[src/hdl/rps_pkg.sv]
// Shared types and constants of the relay pulse sequencer.
package rps_pkg;

    localparam int ENTRY_BITS  = 4;
    localparam int TABLE_DEPTH = 2 ** ENTRY_BITS;
    localparam int TIME_BITS   = 24;
    localparam int PIN_BITS    = 8;

    // command codes of an input item
    localparam logic [1:0] CMD_TICK  = 2'd0;
    localparam logic [1:0] CMD_WRITE = 2'd1;
    localparam logic [1:0] CMD_START = 2'd2;

    // relay drive codes
    localparam logic [1:0] DRV_NONE = 2'd0;
    localparam logic [1:0] DRV_HIGH = 2'd1;
    localparam logic [1:0] DRV_LOW  = 2'd2;

    // event codes
    localparam logic [1:0] EV_NONE    = 2'd0;
    localparam logic [1:0] EV_STARTED = 2'd1;
    localparam logic [1:0] EV_CHANGED = 2'd2;
    localparam logic [1:0] EV_ENDED   = 2'd3;

    typedef struct packed {
        logic [1:0]            cmd;
        logic [ENTRY_BITS-1:0] entry_index;
        logic [PIN_BITS-1:0]   entry_pin;
        logic [TIME_BITS-1:0]  entry_on_ms;
        logic [TIME_BITS-1:0]  entry_off_ms;
        logic [ENTRY_BITS-1:0] entry_next;
        logic                  entry_is_last;
    } rps_item_t;

    typedef struct packed {
        logic [1:0]            relay_drive;
        logic [PIN_BITS-1:0]   relay_pin;
        logic [1:0]            event_code;
        logic [ENTRY_BITS-1:0] event_entry;
        logic                  start_accepted;
        logic                  busy_res;
    } rps_result_t;

    // one table row
    typedef struct packed {
        logic [PIN_BITS-1:0]   pin;
        logic [TIME_BITS-1:0]  on_ms;
        logic [TIME_BITS-1:0]  off_ms;
        logic [ENTRY_BITS-1:0] next;
        logic                  is_last;
    } rps_entry_t;

    // commands from the controller to the datapath
    typedef struct packed {
        logic capture;
        logic execute;
    } rps_ctrl_t;

endpackage

[src/hdl/rps_ctrl.sv]
// Controller state machine of the relay pulse sequencer.
module rps_ctrl
(
    input  logic                 clk,
    input  logic                 rst_n,
    input  logic                 start,
    output logic                 busy,
    output rps_pkg::rps_ctrl_t   ctrl
);

    typedef enum logic [1:0]
    {
        ST_IDLE = 2'b01,
        ST_EXEC = 2'b10
    } state_t;

    state_t state_reg;
    state_t state_next;

    always_comb
    begin
        state_next = state_reg;
        unique case (state_reg)
            ST_IDLE:
            begin
                if (start)
                begin
                    state_next = ST_EXEC;
                end
            end
            ST_EXEC:
            begin
                state_next = ST_IDLE;
            end
            default:
            begin
                state_next = ST_IDLE;
            end
        endcase
    end

    always_ff @(posedge clk or negedge rst_n)
    begin
        if (!rst_n)
        begin
            state_reg <= ST_IDLE;
        end
        else
        begin
            state_reg <= state_next;
        end
    end

    assign busy         = (state_reg == ST_EXEC);
    assign ctrl.capture = start && (state_reg == ST_IDLE);
    assign ctrl.execute = (state_reg == ST_EXEC);

`ifndef SYNTHESIS
    a_exec_one_cycle: assert property (@(posedge clk) disable iff (!rst_n)
        ctrl.execute |=> !ctrl.execute)
        else $error("execute held longer than one cycle");
    a_capture_leads_exec: assert property (@(posedge clk) disable iff (!rst_n)
        ctrl.capture |=> ctrl.execute)
        else $error("captured transfer not executed");
    a_exec_follows_capture: assert property (@(posedge clk) disable iff (!rst_n)
        ctrl.execute |-> $past(ctrl.capture))
        else $error("execute without captured transfer");
`endif

endmodule

[src/hdl/rps_datapath.sv]
// Datapath of the relay pulse sequencer: entry table, phase state and result register.
module rps_datapath
(
    input  logic                  clk,
    input  logic                  rst_n,
    input  rps_pkg::rps_ctrl_t    ctrl,
    input  rps_pkg::rps_item_t    item,
    output logic                  done,
    output rps_pkg::rps_result_t  result
);

    typedef enum logic [2:0]
    {
        PH_SWITCH_ON = 3'b001,
        PH_ON_HOLD   = 3'b010,
        PH_OFF_HOLD  = 3'b100
    } phase_t;

    rps_pkg::rps_entry_t table_mem [rps_pkg::TABLE_DEPTH];

    rps_pkg::rps_item_t   item_reg;
    rps_pkg::rps_entry_t  rd_reg;
    rps_pkg::rps_result_t result_reg;
    rps_pkg::rps_result_t result_next;
    logic                 done_reg;

    logic                                running_reg;
    logic                                running_next;
    phase_t                              phase_reg;
    phase_t                              phase_next;
    logic [rps_pkg::ENTRY_BITS-1:0]      cur_reg;
    logic [rps_pkg::ENTRY_BITS-1:0]      cur_next;
    logic [rps_pkg::ENTRY_BITS-1:0]      first_reg;
    logic [rps_pkg::ENTRY_BITS-1:0]      first_next;
    logic [rps_pkg::TIME_BITS-1:0]       elapsed_reg;
    logic [rps_pkg::TIME_BITS-1:0]       elapsed_next;
    logic [rps_pkg::TIME_BITS-1:0]       elapsed_inc;

    // table: one write port, one registered read port at the current entry
    always_ff @(posedge clk)
    begin
        if (ctrl.execute && (item_reg.cmd == rps_pkg::CMD_WRITE))
        begin
            table_mem[item_reg.entry_index] <= '{pin:     item_reg.entry_pin,
                                                on_ms:   item_reg.entry_on_ms,
                                                off_ms:  item_reg.entry_off_ms,
                                                next:    item_reg.entry_next,
                                                is_last: item_reg.entry_is_last};
        end
        rd_reg <= table_mem[cur_reg];
    end

    always_ff @(posedge clk)
    begin
        if (ctrl.capture)
        begin
            item_reg <= item;
        end
        if (ctrl.execute)
        begin
            result_reg <= result_next;
        end
    end

    // saturating millisecond count
    assign elapsed_inc = (elapsed_reg == '1) ? elapsed_reg
                                             : elapsed_reg + rps_pkg::TIME_BITS'(1);

    always_comb
    begin
        running_next = running_reg;
        phase_next   = phase_reg;
        cur_next     = cur_reg;
        first_next   = first_reg;
        elapsed_next = elapsed_reg;
        result_next  = '0;

        unique case (item_reg.cmd)
            rps_pkg::CMD_TICK:
            begin
                if (running_reg)
                begin
                    unique case (phase_reg)
                        PH_SWITCH_ON:
                        begin
                            result_next.relay_drive = rps_pkg::DRV_HIGH;
                            result_next.relay_pin   = rd_reg.pin;
                            elapsed_next            = '0;
                            phase_next              = PH_ON_HOLD;
                        end
                        PH_ON_HOLD:
                        begin
                            elapsed_next = elapsed_inc;
                            if (elapsed_inc >= rd_reg.on_ms)
                            begin
                                result_next.relay_drive = rps_pkg::DRV_LOW;
                                result_next.relay_pin   = rd_reg.pin;
                                elapsed_next            = '0;
                                phase_next              = PH_OFF_HOLD;
                            end
                        end
                        default:
                        begin
                            elapsed_next = elapsed_inc;
                            if (elapsed_inc >= rd_reg.off_ms)
                            begin
                                elapsed_next = '0;
                                phase_next   = PH_SWITCH_ON;
                                if (rd_reg.is_last)
                                begin
                                    running_next            = 1'b0;
                                    result_next.event_code  = rps_pkg::EV_ENDED;
                                    result_next.event_entry = first_reg;
                                end
                                else
                                begin
                                    cur_next                = rd_reg.next;
                                    result_next.event_code  = rps_pkg::EV_CHANGED;
                                    result_next.event_entry = rd_reg.next;
                                end
                            end
                        end
                    endcase
                end
            end
            rps_pkg::CMD_START:
            begin
                if (!running_reg)
                begin
                    running_next               = 1'b1;
                    first_next                 = item_reg.entry_index;
                    cur_next                   = item_reg.entry_index;
                    phase_next                 = PH_SWITCH_ON;
                    elapsed_next               = '0;
                    result_next.start_accepted = 1'b1;
                    result_next.event_code     = rps_pkg::EV_STARTED;
                    result_next.event_entry    = item_reg.entry_index;
                end
            end
            default:
            begin
                // table write is handled by the memory port; unused code does nothing
            end
        endcase

        result_next.busy_res = running_next;
    end

    always_ff @(posedge clk or negedge rst_n)
    begin
        if (!rst_n)
        begin
            running_reg <= 1'b0;
            phase_reg   <= PH_SWITCH_ON;
            cur_reg     <= '0;
            first_reg   <= '0;
            elapsed_reg <= '0;
            done_reg    <= 1'b0;
        end
        else
        begin
            done_reg <= ctrl.execute;
            if (ctrl.execute)
            begin
                running_reg <= running_next;
                phase_reg   <= phase_next;
                cur_reg     <= cur_next;
                first_reg   <= first_next;
                elapsed_reg <= elapsed_next;
            end
        end
    end

    assign done   = done_reg;
    assign result = result_reg;

`ifndef SYNTHESIS
    a_done_after_exec: assert property (@(posedge clk) disable iff (!rst_n)
        done |-> $past(ctrl.execute))
        else $error("result strobe without executed transfer");
    a_idle_phase: assert property (@(posedge clk) disable iff (!rst_n)
        !running_reg |-> (phase_reg == PH_SWITCH_ON) && (elapsed_reg == '0))
        else $error("phase state left over while idle");
    a_busy_res_tracks: assert property (@(posedge clk) disable iff (!rst_n)
        done |-> (result.busy_res == running_reg))
        else $error("busy_res disagrees with running state");
    a_accept_event: assert property (@(posedge clk) disable iff (!rst_n)
        (done && result.start_accepted) |->
            (result.event_code == rps_pkg::EV_STARTED) && result.busy_res)
        else $error("accepted start without started event");
`endif

endmodule

[src/hdl/relay_pulse_sequencer_core.sv]
// Top level of the relay pulse sequencer: controller plus datapath.
// A transfer taken at a start edge executes in the next cycle and its result
// strobes on done in the cycle after that. A new item is taken only while idle, so
// none is taken while busy; busy is high for the single execute cycle.
// Reset: rst_n clears the sequence state to idle at once; the table is undefined until written.
// Results cannot be stalled: done is high for exactly one cycle per item.
module relay_pulse_sequencer_core
(
    input  logic                  clk,
    input  logic                  rst_n,
    input  logic                  start,
    input  rps_pkg::rps_item_t    item,
    output logic                  busy,
    output logic                  done,
    output rps_pkg::rps_result_t  result
);

    // capture / execute commands from the controller to the datapath
    rps_pkg::rps_ctrl_t ctrl;

    // Accept a transfer while idle, then execute it for one cycle.
    rps_ctrl u_ctrl
    (
        .clk   (clk),
        .rst_n (rst_n),
        .start (start),
        .busy  (busy),
        .ctrl  (ctrl)
    );

    // Hold the table and phase state; advance the phase machine on ticks,
    // load entries on writes, begin sequences on starts, and drive the result.
    rps_datapath u_datapath
    (
        .clk    (clk),
        .rst_n  (rst_n),
        .ctrl   (ctrl),
        .item   (item),
        .done   (done),
        .result (result)
    );

endmodule
[config.mk]
export PLATFORM = sky130hd
export DESIGN_NAME = relay_pulse_sequencer_core
export DESIGN_NICKNAME = d
export VERILOG_FILES = /design/src/hdl/rps_pkg.sv /design/src/hdl/rps_ctrl.sv /design/src/hdl/rps_datapath.sv /design/src/hdl/relay_pulse_sequencer_core.sv
export SDC_FILE = /design/constraint.sdc
export NUM_CORES = 1
export LEC_CHECK = 0
export BUFFER_PORTS_ARGS = -buffer_cell sky130_fd_sc_hd__buf_2
export CORE_ASPECT_RATIO = 1.25
export CORE_MARGIN = 2
export CORE_UTILIZATION = 45
export DETAILED_ROUTE_END_ITERATION = 10
export GPL_TIMING_DRIVEN = 0
export PLACE_DENSITY = 0.57
export SLEW_MARGIN = 5
export SYNTH_ARGS = -nofsm -noshare
export SYNTH_HDL_FRONTEND = slang
export SYNTH_HIERARCHICAL = 1
export SYNTH_SLANG_ARGS = --single-unit
[constraint.sdc]
create_clock -name clk -period 6.4 [get_ports clk]
set_input_delay 0.64 -clock clk [delete_from_list [all_inputs] [get_ports clk]]
set_output_delay 0.64 -clock clk [all_outputs]
set_load 0.03 [all_outputs]
==> metrics.md, run 1 <==
| Metric | Value |
|---|---|
| Grt ovf | 0 |
| Most common cell after layout, fill and taps aside | edfxtp_1 |
| Fmax | 195 MHz |
| Ant diodes | 0 |
| Critical path endpoint category | register |
| R2r setup slk | approximately 1.3 ns |
| Max Cap Violations | 0 |
| Die W | between 200 and 300 µm |
| Async S/R FF share, synth | 3.36% |
| Pwr Total | between 15 and 20 mW |
| First-pass GRT wire length | roughly 150000 µm |
| Clock sink count | roughly 1200 |
| Antenna viol nets, final | 0 |
| Crit Path Class | reg2reg |
| Final setup fails | 0 |
| Iteration-0 DRC count of the detailed router | ~1900 |
| R2R depth | 14 |
| Delay-heaviest family, CP | simple AND/OR/NAND/NOR gates |
| RSZ-0062 raised after global routing | false |
| CTS max path bufs | 3 |
| Pin count of the biggest net entering global routing | 40 |
| Max reg flops | approximately 1000 |
| Slew Viols, Final | 0 |
| Status | finished clean |
| Synth-to-layout area growth | 16.4% |
| LEAKAGE | 16.6 nW |
| Core area | roughly 0.097 mm² |
| Crit path required time | about 7 ns |
| Synth top area share | between 70 and 80% |
| Yosys reg bits | approximately 1200 |
| Initial antenna violation count | 0 |
| Wire length per cell | approximately 29 µm |
| Tightest Pin Transition | 1.24 ns |
| Slowest CP cell | a2111oi_0 |
| Row count | 128 |
| First-pass detailed-route iteration total | 5 |
| Root Driver | clkbuf_16 |
| Launching point of the worst reg2reg path | u_datapath/elapsed_reg[0] |
| Die H | approximately 350 µm |
| Number of synthesized flops with an enable pin | around 1100 |
| Fin util | 52.7% |
| Mapped Nets | 2072 |
| Synthesized instance count | between 1500 and 2000 |
| Most frequent cells in the layout | edfxtp_1 (1061), mux4_2 (305), clkbuf_16 (115) |
| Yosys top cell by area | edfxtp_1 |
| Pre-CTS WS | 1.36 ns |
| Max rail drop VDD | around 230 µV |
| All-layer global routing usage | a little over a fifth |
| CP Cell Sequence | ha_1, and2_1, clkbuf_1, a2111oi_0, nand2b_1, xnor2_1, ha_1, and4_1, nor4b_1, nor2_1, a31oi_2, nor2_2, or3_1, o21ai_0 |
| Worst-Skew Late Latency | a little under 0.7 ns |
| Syn_area_per_cell | 22.5 µm² |
| Starting Density | between 40% and 50% |
| Dominant cells by area after synthesis | edfxtp_1 (73%), mux4_2 (16%), dfxtp_1 (2.8%), dfrtp_1 (2.1%), ha_1 (1.4%) |
| Full die area | 0.100 mm² |
| Via/cell ratio | 5.70 |
| PnR worst setup slack | approximately 1.3 ns |
| Hpwl dp | 66300 µm |
| Post-CTS setup buffer count | 0 |
| Critical Path Fanout Max | 6 |
| Netlist cell types | 56 |
| Final Hold Fails | 0 |
| Post-synthesis sequential area ratio | ~78% |
| Crit path from | u_datapath/elapsed_reg[0] |
| Post-Syn Area | around 0.044 mm² |
| Yosys warning count | 6 |
| Worst hold start | item[16] |
| Clock transition at the registers of the reported paths | approximately 0.060 ns |
| Crit path buffers/inverters | 1 |
| Min Clock Period, post-route | between 5 and 6 ns |
| Htree depth | 3 |
| Pwr Density | between 300 and 400 mW/mm² |
| Clk_skew | 0.0278 ns |
| Post-cts sizing count | 0 |
| Worst Hold End | u_datapath/item_reg[16] |
| Slew HR | roughly 17% |
| Share of layout cells above drive strength 1 | between 20% and 30% |
| Ys flop type | edfxtp_1 |
| Port-buffer cells | 89 |
| CP peak stage delay | a little over 0.9 ns |
| Number of remaining DRC errors | 0 |
| TritonCTS clock tree | done |
| Hold Path Class | in2reg |
| Startpoint types | register |
| FF-to-FF End | u_datapath/result[3] |
| Final worst path period share | ~80% |
| Hold-fix buffers at CTS | 0 |
| Most frequent CP cell | ha_1 |
| Gpl congestion | 0.836 |
| NumNets Final | between 2000 and 2500 |
| WHS Path Cells | 1 |
| Vias | slightly above 20000 |
| Total Wirelength | between 100000 and 150000 µm |
| Num ports | 90 |
| Critical Path AT | 5.54 ns |
| Vias in the first global route | roughly 22000 |
| TritonCTS Buffers | 113 |
==> final cells by class <==
class	instances	area, µm²
Fill cell	7573	45900
Buffer	79	325
Tap cell	1300	1630
Clock inverter	53	457
Inverter	54	203
Sequential cell	1161	34100
Timing Repair Buffer	170	1800
Clock buffer	157	3200
Multi-Input combinational cell	659	9470
==> how the worst max path moves through the flow <==
| stage | to | cells after the start |
|---|---|---|
| floorplan | u_datapath/table_mem[0][0] | 5 |
| global placement | u_datapath/table_mem[0][37] | 5 |
| detailed placement | u_datapath/result[15] | 14 |
| CTS | u_datapath/result[15] | 14 |
| global route | u_datapath/result[15] | 14 |
| finish | u_datapath/result[3] | 14 |
==> cells in the mapped netlist (3+ instances only) <==
library cell,n
a21oi_1,25
nand3_1,16
nand4_1,9
buf_2,8
xnor2_1,12
clkbuf_1,52
a211oi_1,3
nor3_1,11
mux2_4,4
o21ai_0,16
mux4_2,305
nand2_1,57
mux2i_1,5
edfxtp_1,1061
nor2b_1,6
mux2_2,7
inv_1,54
o211ai_1,9
xor2_1,9
or3_1,3
nand2b_1,6
and2_1,10
dfxtp_1,61
a22o_1,18
nor4_1,4
dfrtp_1,37
and3_1,6
buf_1,16
nor2_1,40
ha_1,49
==> logic make-up (layout without fill, tap and decap cells) <==
logic type,Yosys count,after routing,share of synthesized area (%)
buf+inv,133,513,1.20
xor+xnor,21,21,0.419
compound gates,87,87,1.38
mux,321,321,16.1
simple gates,181,181,2.04
fa+ha+maj,49,49,1.40
flops,1161,1161,77.5
==> layer usage <==
layer	wire [µm]	track usage [%]	part of all wire [%]
met5	0	0	0
met4	2420	5.97	2.3
met3	4680	3.06	4.5
met2	55200	37.3	53
met1	41700	26.8	40
==> through the flow <==
step | area (µm²) | hold WS [ns] | cells | setup TNS, ns
global placement | 46000 | 0.462 | 3342 | -2799.70
floorplan | 43900 | 0.344 | 1953 | 0
finish | 51100 | 0.131 | 3633 | 0
CTS | 51100 | 0.0914 | 3633 | 0
global route | 51100 | 0.0983 | 3633 | 0
detailed placement | 47500 | 0.472 | 3423 | 0
==> power by group <==
group          switching (mW)  internal (mW)
clock network            2.76           3.72
registers               0.225           8.61
logic                    1.89           1.71
total                    4.88           14.0
==> worst register-to-register path, stage by stage, from the launching register on <==
cell	delay [ns]
dfrtp_1	0.42
ha_1	0.25
and2_1	0.16
clkbuf_1	0.16
a2111oi_0	0.93
nand2b_1	0.24
xnor2_1	0.47
ha_1	0.22
and4_1	0.22
nor4b_1	0.38
nor2_1	0.10
a31oi_2	0.25
nor2_2	0.12
or3_1	0.50
o21ai_0	0.43
No activity file was read; power rests on OpenSTA's default activity.
==> run 2, diff against run 1 <==
clock period = 5.2 ns   (was 6.4 ns; I/O delays follow)
==> run 2 against run 1 <==
  * Register-to-register slack worse by 0.95 ns
  * Setup slack worse by 0.95 ns
  * Critical path depth stayed put
  * Clock skew hardly changed
  * Power is 25% higher
  * Largest cell class unchanged
==> metrics.md, run 2 (synthesis results as in run 1) <==
| Metric | Value |
|---|---|
| Final worst path period share | 93.6% (+14 points) |
| First-pass detailed-route iteration total | 5 (unchanged) |
| Crit path required time | 5.63 ns (-1.19 ns) |
| Setup TNS | 0 ns (unchanged) |
| Hpwl dp | 66000 µm (-0.36%) |
| Worst-Skew Late Latency | 0.69 ns (about the same) |
| Critical Path Fanout Max | 6 (unchanged) |
| Die H | 353 µm (unchanged) |
| Slew HR | 19.3% (+2.1 points) |
| Startpoint types | register |
| Slowest CP cell | a2111oi_1 |
| Pin count of the biggest net entering global routing | 40 (unchanged) |
| Share of layout cells above drive strength 1 | 28.6% (-1.3 points) |
| Iteration-0 DRC count of the detailed router | 1886 (+0.59%) |
| Full die area | 0.100 mm² (unchanged) |
| RSZ-0062 raised after global routing | false |
| Htree depth | 3 (unchanged) |
| Crit Path Class | reg2reg |
| WHS Path Cells | 1 (unchanged) |
| Starting Density | 45.3% (unchanged) |
| Vias in the first global route | 21982 (+0.46%) |
| Gpl congestion | 0.813 (-2.8%) |
| Row count | 128 (unchanged) |
| Pwr Density | 455 mW/mm² (+23%) |
| Launching point of the worst reg2reg path | u_datapath/elapsed_reg[0] |
| Max Cap Violations | 0 (unchanged) |
| NumNets Final | 2393 (+1.5%) |
| WHS | 0.0397 ns (-0.0908 ns) |
| R2R depth | 14 (unchanged) |
| Num ports | 90 (unchanged) |
| First-pass GRT wire length | 151000 µm (+0.11%) |
| Clock sink count | 1161 (unchanged) |
| Clock transition at the registers of the reported paths | 0.06 ns (about the same) |
| TritonCTS clock tree | done |
| LEAKAGE | 16.8 nW (+1.3%) |
| All-layer global routing usage | 21.0% (+0.066 points) |
| Total Wirelength | 104000 µm (+0.32%) |
| Die W | 284 µm (unchanged) |
| Grt ovf | 0 (unchanged) |
| Worst setup endpoint | u_datapath/result[3] |
| TritonCTS Buffers | 111 (-1.8%) |
| Status | finished clean |
| Antenna viol nets, final | 0 (unchanged) |
| Final setup fails | 0 (unchanged) |
| Most common cell after layout, fill and taps aside | edfxtp_1 |
| FF-to-FF End | u_datapath/result[3] |
| Number of fillers in the final layout | 7521 (-0.69%) |
| Most frequent cells in the layout | edfxtp_1 (1061), mux4_2 (305), clkbuf_16 (112) |
| Port-buffer cells | 89 (unchanged) |
| Initial antenna violation count | 1 (+1) |
| Vias | 20854 (+0.77%) |
| Crit path from | u_datapath/elapsed_reg[0] |
| CP Cell Sequence | ha_1, and2_1, clkbuf_1, a2111oi_1, nand2b_1, xnor2_1, ha_1, and4_1, nor4b_1, nor2_1, a31oi_2, nor2_2, or3_1, o21ai_0 |
| Ant diodes | 0 (unchanged) |
| Most frequent CP cell | ha_1 |
| CP peak stage delay | 0.68 ns (-0.25 ns) |
| Slew Viols, Final | 0 (unchanged) |
| Critical Path AT | 5.29 ns (-0.25 ns) |
| Fmax | 205 MHz (+5.2%) |
| R2r setup slk | 0.33 ns (-0.95 ns) |
| Core area | 0.0971 mm² (unchanged) |
| CTS max path bufs | 3 (unchanged) |
| Max reg flops | 976 (unchanged) |
| Wire length per cell | 28.4 µm (-0.69%) |
| Root Driver | clkbuf_16 |
| Min Clock Period, post-route | 4.87 ns (-0.252 ns) |
| Max rail drop VDD | 295 µV (+30%) |
| Final Hold Fails | 0 (unchanged) |
| Number of remaining DRC errors | 0 (unchanged) |
| Via/cell ratio | 5.68 (-0.25%) |
| Hold Path Class | in2reg |
| Tightest Pin Transition | 1.21 ns (-0.0313 ns) |
| Synth-to-layout area growth | 17.8% |
| Clk_skew | 0.0278 ns (-0.0000431 ns) |
| Critical path endpoint category | register |
==> run 2: per-layer routing <==
layer | global-route usage (%) | wire [µm] | vias to the layer above
li1 | - | - | 8801
met1 | 27.9 | 42600 | 11281
met2 | 36.6 | 54100 | 634
met3 | 2.60 | 5200 | 138
met4 | 6.19 | 2460 | 0
met5 | 0 | 0 | -
==> run 2: area by class of cell <==
type / instances / area, µm² / share of cell area [%]
Sequential cell: 1161 / 34100 / 65.8
Multi-Input combinational cell: 659 / 9500 / 18.3
Clock buffer: 141 / 3020 / 5.84
Timing Repair Buffer: 208 / 2310 / 4.47
Tap cell: 1300 / 1630 / 3.14
Clock inverter: 68 / 723 / 1.40
Buffer: 79 / 327 / 0.631
Inverter: 54 / 203 / 0.391
==> run 2: power breakdown <==
group / total [mW] / switching (mW) / internal, mW / leakage (nW)
clock: 8.24 / 3.43 / 4.80 / 1.83
combinational: 4.47 / 2.34 / 2.13 / 4.33
sequential: 10.9 / 0.273 / 10.6 / 10.6
total: 23.6 / 6.05 / 17.5 / 16.8
==> run 2: worst min-delay path by stage <==
stage / start / endpoint / slack [ns]
final: item[13] / u_datapath/item_reg[13] / 0.04
after global routing: item[13] / u_datapath/item_reg[13] / 0.02
after CTS: item[13] / u_datapath/item_reg[13] / 0.007
after detailed placement: u_ctrl/state_reg[0] / u_ctrl/state_reg[0] / 0.48
after global placement: u_ctrl/state_reg[0] / u_ctrl/state_reg[0] / 0.46
after floorplan: rst_n / u_ctrl/state_reg[1] / 0.22
==> run 2: worst max-delay path, delay by kind of cell (launching register included) <==
kind,cells,cell delay (ns)
adder cells (fa/ha/maj),2,0.46
AND/OR/NAND/NOR,7,1.72
AO/OA/AOI/OAI,3,1.38
XOR/XNOR,1,0.46
buffers and inverters,1,0.17
flip-flops,1,0.42
==> run 2: timing repair <==
item / 4_1_cts / 5_1_grt
hold buffers: 55 / 0
endpoints found under the setup margin: 0 / 11
gates resized for setup: 0 / 1
hold endpoints to repair: 55 / 0
setup buffers: 0 / 0
==> run 2: metrics by stage <==
stage / worst slack, ns / cells / utilization (%) / cell area (µm²) / power, mW
after floorplan: 0.453 / 1953 / - / 44000 / 14.0
after global placement: -3.22 / 3342 / 47.4 / 46000 / 15.5
after detailed placement: 0.214 / 3406 / 48.9 / 47500 / 15.6
after CTS: 0.142 / 3670 / 53.3 / 51800 / 23.9
after global routing: 0.0143 / 3670 / 53.3 / 51800 / 24.4
final: 0.331 / 3670 / 53.3 / 51800 / 23.6
